===== config.mk =====
export PLATFORM = sky130hd
export DESIGN_NAME = note_duration_segmenter
export DESIGN_NICKNAME = d
export VERILOG_FILES = /design/src/design/nds_pkg.sv /design/src/design/note_duration_segmenter.sv /design/src/design/nds_datapath.sv /design/src/design/nds_controller.sv
export SDC_FILE = /design/constraint.sdc
export NUM_CORES = 1
export LEC_CHECK = 0
export BUFFER_PORTS_ARGS = -buffer_cell sky130_fd_sc_hd__buf_2
export CAP_MARGIN = 20
export CORE_MARGIN = 2
export CORE_UTILIZATION = 30
export DETAILED_ROUTE_END_ITERATION = 8
export SETUP_SLACK_MARGIN = 0.1
export SLEW_MARGIN = 20
export SYNTH_ARGS = -nofsm -noshare
export SYNTH_HDL_FRONTEND = slang
export SYNTH_HIERARCHICAL = 1
export SYNTH_SLANG_ARGS = --single-unit

===== constraint.sdc =====
create_clock -name clock -period 11.1 [get_ports clock]
set_clock_uncertainty 0.15 [all_clocks]
set_input_delay 0.555 -clock clock [delete_from_list [all_inputs] [get_ports clock]]
set_output_delay 0.555 -clock clock [all_outputs]
set_load 0.1 [all_outputs]

===== src/design/nds_pkg.sv =====
// Package for the note duration segmenter: transaction payload types,
// controller/datapath command and status types, command codes and the pitch table.
// Depends on nothing.
package nds_pkg;

   localparam logic [1:0] CMD_NOP = 2'd0;
   localparam logic [1:0] CMD_OFF = 2'd1;
   localparam logic [1:0] CMD_ON  = 2'd2;
   localparam logic [1:0] CMD_END = 2'd3;

   localparam int         CNT_W       = 4;
   localparam logic [3:0] MAX_RESULTS = 4'd8;

   typedef struct packed {
      logic [1:0] command;
      logic [3:0] octave;
      logic [5:0] degree;
   } nds_req_type;

   typedef struct packed {
      logic       is_note;
      logic       tie_before;
      logic [3:0] note_octave;
      logic [5:0] note_degree;
      logic       pitch_known;
      logic [4:0] seg_ticks;
      logic       beam_break;
      logic       last;
   } nds_rsp_type;

   typedef struct packed {
      logic accept;
      logic seg_step;
      logic apply;
      logic wrap;
      logic finish;
   } nds_ctl_type;

   typedef struct packed {
      logic cmd_flush;
      logic span_nz;
      logic bar_end;
      logic step_ok;
      logic held_v;
      logic out_free;
   } nds_status_type;

   function automatic logic pitch_named(input logic [5:0] d);
      logic named;
      case (d)
         6'd0, 6'd7, 6'd8, 6'd9, 6'd14, 6'd17, 6'd18, 6'd21, 6'd22,
         6'd27, 6'd31, 6'd34, 6'd36, 6'd39, 6'd40, 6'd48, 6'd49: begin
            named = 1'b1;
         end
         default: begin
            named = 1'b0;
         end
      endcase
      return named;
   endfunction

endpackage


===== src/design/note_duration_segmenter.sv =====
// Note duration segmenter top level: joins the controller and the datapath.
// A transaction is accepted, flushes segments, applies the command and advances
// the tick, flushes and wraps at the bar end, then releases the held segment.
// One transaction at a time; segment output can stall on back-pressure.
// Synchronous active-high reset clears the note state and tick position to zero.
// Depends on nds_pkg, nds_controller and nds_datapath.
module note_duration_segmenter #(
   parameter int BAR_TICKS = 16
) (
   input  logic                 clock,
   input  logic                 reset,
   input  logic                 req_valid,
   output logic                 req_ready,
   input  nds_pkg::nds_req_type req_data,
   output logic                 rsp_valid,
   input  logic                 rsp_ready,
   output nds_pkg::nds_rsp_type rsp_data
);

   nds_pkg::nds_ctl_type    ctl;
   nds_pkg::nds_status_type sts;

   nds_controller u_controller (
      .clock     (clock),
      .reset     (reset),
      .req_valid (req_valid),
      .req_ready (req_ready),
      .sts       (sts),
      .ctl       (ctl)
   );

   nds_datapath #(
      .BAR_TICKS (BAR_TICKS)
   ) u_datapath (
      .clock     (clock),
      .reset     (reset),
      .req_data  (req_data),
      .ctl       (ctl),
      .sts       (sts),
      .rsp_ready (rsp_ready),
      .rsp_valid (rsp_valid),
      .rsp_data  (rsp_data)
   );

endmodule


===== src/design/nds_datapath.sv =====
// Datapath of the note duration segmenter: note state, tick position, segment
// length logic, one-deep hold register and the output register.
// Depends on nds_pkg.
module nds_datapath #(
   parameter int BAR_TICKS = 16
) (
   input  logic                   clock,
   input  logic                   reset,
   input  nds_pkg::nds_req_type   req_data,
   input  nds_pkg::nds_ctl_type   ctl,
   output nds_pkg::nds_status_type sts,
   input  logic                   rsp_ready,
   output logic                   rsp_valid,
   output nds_pkg::nds_rsp_type   rsp_data
);

   localparam int            PW      = $clog2(BAR_TICKS + 1);
   localparam logic [PW-1:0] BAR_END = PW'(BAR_TICKS);

   nds_pkg::nds_req_type in_ff, in_in;
   logic                 sounding_ff, sounding_in;
   logic                 tie_pending_ff, tie_pending_in;
   logic [3:0]           held_octave_ff, held_octave_in;
   logic [5:0]           held_degree_ff, held_degree_in;
   logic [PW-1:0]        start_ff, start_in;
   logic [PW-1:0]        tick_ff, tick_in;
   logic [nds_pkg::CNT_W-1:0] count_ff, count_in;
   logic                 hold_v_ff, hold_v_in;
   nds_pkg::nds_rsp_type hold_ff, hold_in;
   logic                 rsp_valid_ff, rsp_valid_in;
   nds_pkg::nds_rsp_type rsp_ff, rsp_in;

   logic [PW-1:0]        span;
   logic [PW-1:0]        len_sel;
   logic [PW+4:0]        len_wide;
   logic [PW-1:0]        seg_end;
   nds_pkg::nds_rsp_type seg;
   logic                 report;
   logic                 out_free;
   logic                 push_out;
   nds_pkg::nds_rsp_type push_data;

   assign span = tick_ff - start_ff;

   always_comb begin
      logic ok;
      len_sel = '0;
      for (int k = 0; k < PW; k++) begin
         ok = ((span >> k) != '0);
         for (int b = 0; b < k; b++) begin
            if (start_ff[b]) begin
               ok = 1'b0;
            end
         end
         if (ok) begin
            len_sel = {{(PW-1){1'b0}}, 1'b1} << k;
         end
      end
   end

   assign len_wide = {5'b0, len_sel};
   assign seg_end  = start_ff + len_sel;

   always_comb begin
      seg.is_note     = sounding_ff;
      seg.tie_before  = sounding_ff & tie_pending_ff;
      seg.note_octave = sounding_ff ? held_octave_ff : 4'd0;
      seg.note_degree = sounding_ff ? held_degree_ff : 6'd0;
      seg.pitch_known = sounding_ff & nds_pkg::pitch_named(held_degree_ff);
      seg.seg_ticks   = len_wide[4:0];
      seg.beam_break  = (seg_end[1:0] == 2'b00);
      seg.last        = 1'b0;
   end

   assign report   = (count_ff < nds_pkg::MAX_RESULTS);
   assign out_free = !rsp_valid_ff || rsp_ready;

   always_comb begin
      case (in_ff.command)
         nds_pkg::CMD_OFF: begin
            sts.cmd_flush = sounding_ff;
         end
         nds_pkg::CMD_ON, nds_pkg::CMD_END: begin
            sts.cmd_flush = 1'b1;
         end
         default: begin
            sts.cmd_flush = 1'b0;
         end
      endcase
      sts.span_nz  = (start_ff < tick_ff);
      sts.bar_end  = (tick_ff == BAR_END);
      sts.step_ok  = !report || !hold_v_ff || out_free;
      sts.held_v   = hold_v_ff;
      sts.out_free = out_free;
   end

   always_comb begin
      in_in          = in_ff;
      sounding_in    = sounding_ff;
      tie_pending_in = tie_pending_ff;
      held_octave_in = held_octave_ff;
      held_degree_in = held_degree_ff;
      start_in       = start_ff;
      tick_in        = tick_ff;
      count_in       = count_ff;
      hold_v_in      = hold_v_ff;
      hold_in        = hold_ff;
      push_out       = 1'b0;
      push_data      = hold_ff;

      if (ctl.accept) begin
         in_in    = req_data;
         count_in = '0;
      end

      if (ctl.seg_step) begin
         start_in       = seg_end;
         tie_pending_in = 1'b1;
         if (report) begin
            count_in  = count_ff + 1'b1;
            hold_in   = seg;
            hold_v_in = 1'b1;
            push_out  = hold_v_ff;
         end
      end

      if (ctl.apply) begin
         case (in_ff.command)
            nds_pkg::CMD_OFF: begin
               if (sounding_ff) begin
                  sounding_in    = 1'b0;
                  tie_pending_in = 1'b0;
               end
            end
            nds_pkg::CMD_ON: begin
               sounding_in    = 1'b1;
               tie_pending_in = 1'b0;
               held_octave_in = in_ff.octave;
               held_degree_in = in_ff.degree;
               start_in       = tick_ff;
            end
            default: begin
            end
         endcase
         if (in_ff.command != nds_pkg::CMD_END) begin
            tick_in = tick_ff + 1'b1;
         end
      end

      if (ctl.wrap) begin
         tick_in  = '0;
         start_in = '0;
      end

      if (ctl.finish) begin
         push_out       = 1'b1;
         push_data.last = 1'b1;
         hold_v_in      = 1'b0;
      end

      rsp_in = rsp_ff;
      if (push_out) begin
         rsp_valid_in = 1'b1;
         rsp_in       = push_data;
      end else if (rsp_ready) begin
         rsp_valid_in = 1'b0;
      end else begin
         rsp_valid_in = rsp_valid_ff;
      end
   end

   always_ff @(posedge clock) begin
      if (reset) begin
         sounding_ff    <= 1'b0;
         tie_pending_ff <= 1'b0;
         held_octave_ff <= '0;
         held_degree_ff <= '0;
         start_ff       <= '0;
         tick_ff        <= '0;
         count_ff       <= '0;
         hold_v_ff      <= 1'b0;
         rsp_valid_ff   <= 1'b0;
      end else begin
         sounding_ff    <= sounding_in;
         tie_pending_ff <= tie_pending_in;
         held_octave_ff <= held_octave_in;
         held_degree_ff <= held_degree_in;
         start_ff       <= start_in;
         tick_ff        <= tick_in;
         count_ff       <= count_in;
         hold_v_ff      <= hold_v_in;
         rsp_valid_ff   <= rsp_valid_in;
      end
   end

   always_ff @(posedge clock) begin
      in_ff   <= in_in;
      hold_ff <= hold_in;
      rsp_ff  <= rsp_in;
   end

   assign rsp_valid = rsp_valid_ff;
   assign rsp_data  = rsp_ff;

endmodule


===== src/design/nds_controller.sv =====
// Controller of the note duration segmenter: sequences the command flush,
// the tick advance, the bar wrap flush and the release of the final segment.
// Depends on nds_pkg.
module nds_controller (
   input  logic                    clock,
   input  logic                    reset,
   input  logic                    req_valid,
   output logic                    req_ready,
   input  nds_pkg::nds_status_type sts,
   output nds_pkg::nds_ctl_type    ctl
);

   typedef enum logic [4:0] {
      ST_IDLE   = 5'b00001,
      ST_CMD    = 5'b00010,
      ST_ADV    = 5'b00100,
      ST_WRAP   = 5'b01000,
      ST_FINISH = 5'b10000
   } state_type;

   state_type state_ff, state_in;

   always_comb begin
      ctl      = '0;
      state_in = state_ff;
      case (state_ff)
         ST_IDLE: begin
            if (req_valid) begin
               ctl.accept = 1'b1;
               state_in   = ST_CMD;
            end
         end
         ST_CMD: begin
            if (sts.cmd_flush && sts.span_nz) begin
               ctl.seg_step = sts.step_ok;
            end else begin
               ctl.apply = 1'b1;
               state_in  = ST_ADV;
            end
         end
         ST_ADV: begin
            state_in = sts.bar_end ? ST_WRAP : ST_FINISH;
         end
         ST_WRAP: begin
            if (sts.span_nz) begin
               ctl.seg_step = sts.step_ok;
            end else begin
               ctl.wrap = 1'b1;
               state_in = ST_FINISH;
            end
         end
         ST_FINISH: begin
            if (!sts.held_v) begin
               state_in = ST_IDLE;
            end else if (sts.out_free) begin
               ctl.finish = 1'b1;
               state_in   = ST_IDLE;
            end
         end
         default: begin
            state_in = ST_IDLE;
         end
      endcase
   end

   always_ff @(posedge clock) begin
      if (reset) begin
         state_ff <= ST_IDLE;
      end else begin
         state_ff <= state_in;
      end
   end

   assign req_ready = (state_ff == ST_IDLE);

endmodule

==> results.cfg <==
[critical_path]
startpoint_type = flip-flop
crit_path_max_incr_delay_ns = 0.81
crit_fanout = 27
crit_arrival_ns = 4.63
slowest_stage = nor3b_1
rrSetupSlack_ns = 6.28
timing.rr.start = u_datapath/start_ff[1]$_SDFF_PP0_
critPathRequiredTime_ns = 10.91
crit_type = reg2reg
endpoint_kind = flip-flop
r2r-end = u_datapath/rsp_data[2]$_DFFE_PP_
crit_chain = inv_1, ha_1, and3b_1, o21ai_0, a21boi_0, nor2_1, a31oi_1, nand2_1, nor3b_1, inv_1, nor2_2, buf_4, a21oi_1, inv_1
r2r_cells = 14
crit_start = u_datapath/start_ff[1]$_SDFF_PP0_
path_common_cell = inv_1

[place]
port_buffers = 37
place_area_sq_mm = 0.00417
dp_hpwl_um = 5210
place_congestion = 0.812

[cells_and_area]
syn2layout_area_growth_pct = 16.7
fin_nets = 412
drive_above_1_share_pct = 18.4
final_util_pct = 35.7
diodes = 0
fillers = 1260
most-common-layout-cells = edfxtp_1 (51), buf_2 (37), dfxtp_1 (34), a21oi_1 (27), nor2_1 (27)
fin_area_sq_mm = 0.00448
final_common_cell = edfxtp_1

[routing]
drt_iter0_drc = 199
detail_route.drc_violations = 0
viasPerCell = 4.57
vias = 2520
wirelength_um = 7340
drtAntennaViolNets = 0
dr.pass1.iters = 6
wl_per_cell_um = 13.3

[synth]
synthSimpleGateAreaFrac_pct = 15.8
ys_warn_count = 6
synth_async_sr_flop_share_pct = 0
synth-xor-area-share_pct = 1.82
ys_seq_area_share_pct = 57.6
synth_ff_type = edfxtp_1
synth_top_family_by_area = simple AND/OR/NAND/NOR gates
synthAdderAreaFrac_pct = 7.23
synth_edf_count = 51
syn_nets = 376
synthMuxAreaShare_pct = 2.41
yosysUniqueCellTypes = 59
netlist_instances = 339
ys_seq_elements = 85
synth_compound_area_share_pct = 10.7
syn_area_sq_mm = 0.00384
avgSynthCellArea_sq_um = 11.3

[sta]
relSlewSlack_pct = 35.3
tightest_slew_ns = 0.969
finalCriticalPeriod_ns = 4.82
min_period_over_period_pct = 43.5
finalMaxSlewViolations = 0
setup_viol = 0
hold_ws_ns = 0.246
rsz0062_at_grt = no
fin_tns_setup_ns = 0
fmax_ghz = 0.207
finalHoldViolCount = 0

[global_routing]
grt_pass1_vias = 2402
grt_pass1_wl_um = 11700
grt_max_degree = 28
grt_util_all_layers_pct = 11.1
gr-total-overflow = 0
antenna_found_initial = 0

[clocking]
cts_buffer_depth = 2
htree_levels = 3
cts_hold_buf = 0
cts_sinks = 85
clock_latency_ns = 0.33
post_cts_buffers = 0
clk_pin_slew_ns = 0.07
cts_tree = done
numCtsBuffers = 9
clockRootBuffer = clkbuf_16
cts_resized = 0

[floorplanning]
pin_count = 38
rows = 41
dieArea_sq_mm = 0.0137
die_h_um = 117
start_util_pct = 30.6
core_area_sq_mm = 0.0126
die_w_um = 117

[outcome]
status = finished, final reports clean

[worst_hold_path]
hold_path_end = u_datapath/in_ff[7]$_DFFE_PP_
holdCritPathClass = in2reg
whs_path_depth = 1
hold_start = req_data[7]

[flow_run]
maxCapViolCount = 0

[pwr]
p_leak_nw = 1.68
peakVddDrop_v = 0.0000819
powerDensity_mw_per_mm2 = 154
[metal layers]
| layer | up-vias | global-route usage (%) | share of wire [%] |
|---|---|---|---|
| li1 | 1270 | - | - |
| met1 | 1177 | 14.7 | 47 |
| met2 | 63 | 18.2 | 47 |
| met3 | 10 | 1.80 | 4.7 |
| met4 | 0 | 4.24 | 1.5 |
| met5 | - | 0 | 0 |
[worst max-delay path, delay by kind of cell (launching register included)]
family,cells,cell delay [ns]
and+or+nand+nor,5,1.31
adders and majority gates,1,0.34
buffers and inverters,4,1.32
AOI/OAI and AO/OA,4,0.87
DFF,1,0.44
[power breakdown]
part	switching [mW]	internal, mW	leakage [nW]
registers	0.00381	0.339	0.753
clock network	0.130	0.180	0.151
logic	0.0264	0.0134	0.776
total	0.160	0.532	1.68
[worst max path at each step]
stage	end	slack (ns)
final	u_datapath/rsp_data[2]$_DFFE_PP_	6.28
after global routing	u_datapath/rsp_data[2]$_DFFE_PP_	5.75
after CTS	u_datapath/rsp_data[5]$_DFFE_PP_	6.25
after detailed placement	u_datapath/rsp_data[7]$_DFFE_PP_	6.27
after global placement	u_datapath/rsp_data[19]$_DFFE_PP_	6.53
after floorplan	u_datapath/rsp_data[0]$_SDFFCE_PP1P_	6.67
[cells by family after synthesis]
family                   count (synthesis)
AND/OR/NAND/NOR                        117
flip-flops                              85
AO/OA/AOI/OAI                           62
buffers and inverters                   37
adder cells (fa/ha/maj)                 21
multiplexers                             9
XOR/XNOR                                 8
[cell usage after synthesis, drive strengths merged, types with 3 or more instances]
| cell type | count | share of area, % |
|---|---|---|
| ha | 19 | 6.2 |
| nor3 | 8 | 1.0 |
| dfxtp | 34 | 18 |
| a211oi | 5 | 1.1 |
| nor2 | 28 | 2.7 |
| or2 | 5 | 0.88 |
| nand2b | 4 | 0.65 |
| a21oi | 28 | 3.9 |
| mux2i | 7 | 1.8 |
| nand4 | 3 | 0.49 |
| xnor2 | 3 | 0.68 |
| and2 | 14 | 2.3 |
| clkbuf | 5 | 0.49 |
| xor2 | 5 | 1.1 |
| inv | 24 | 2.3 |
| nand3 | 6 | 0.78 |
| nand2 | 26 | 2.5 |
| buf | 8 | 1.6 |
| a21o | 3 | 0.62 |
| nor2b | 8 | 1.3 |
| o21ai | 8 | 1.0 |
| nor4 | 3 | 0.65 |
| edfxtp | 51 | 40 |
[cell type report]
type,count,area (sq um),share of cell area (%)
clock inverter,7,86.3,1.93
multi-input combinational,217,1460,32.6
tap,172,215,4.80
inverter,24,90.1,2.01
sequential,85,2210,49.3
timing repair buffer,38,193,4.30
clock buffer,9,225,5.02
[per-stage QoR]
| stage | setup slack [ns] | cells | power (mW) |
|---|---|---|---|
| final | 6.28 | 552 | 0.692 |
| after global routing | 5.75 | 552 | 0.718 |
| after CTS | 6.25 | 552 | 0.700 |
| after detailed placement | 6.27 | 536 | 0.389 |
| after global placement | 6.53 | 536 | 0.388 |
| after floorplan | 6.67 | 339 | 0.379 |
[flip-flops by register name, indices dropped and copies added, names as in the netlist, 4 cells and up, named ones only]
name and flops:
u_controller/state_ff 5, u_datapath/in_ff 12, u_datapath/hold_ff 19, u_datapath/count_ff 4, u_datapath/held_degree_ff 6, u_datapath/rsp_data 20, u_datapath/held_octave_ff 4, u_datapath/start_ff 5
u_datapath/tick_ff 5
(Power assumes the default switching activity.)
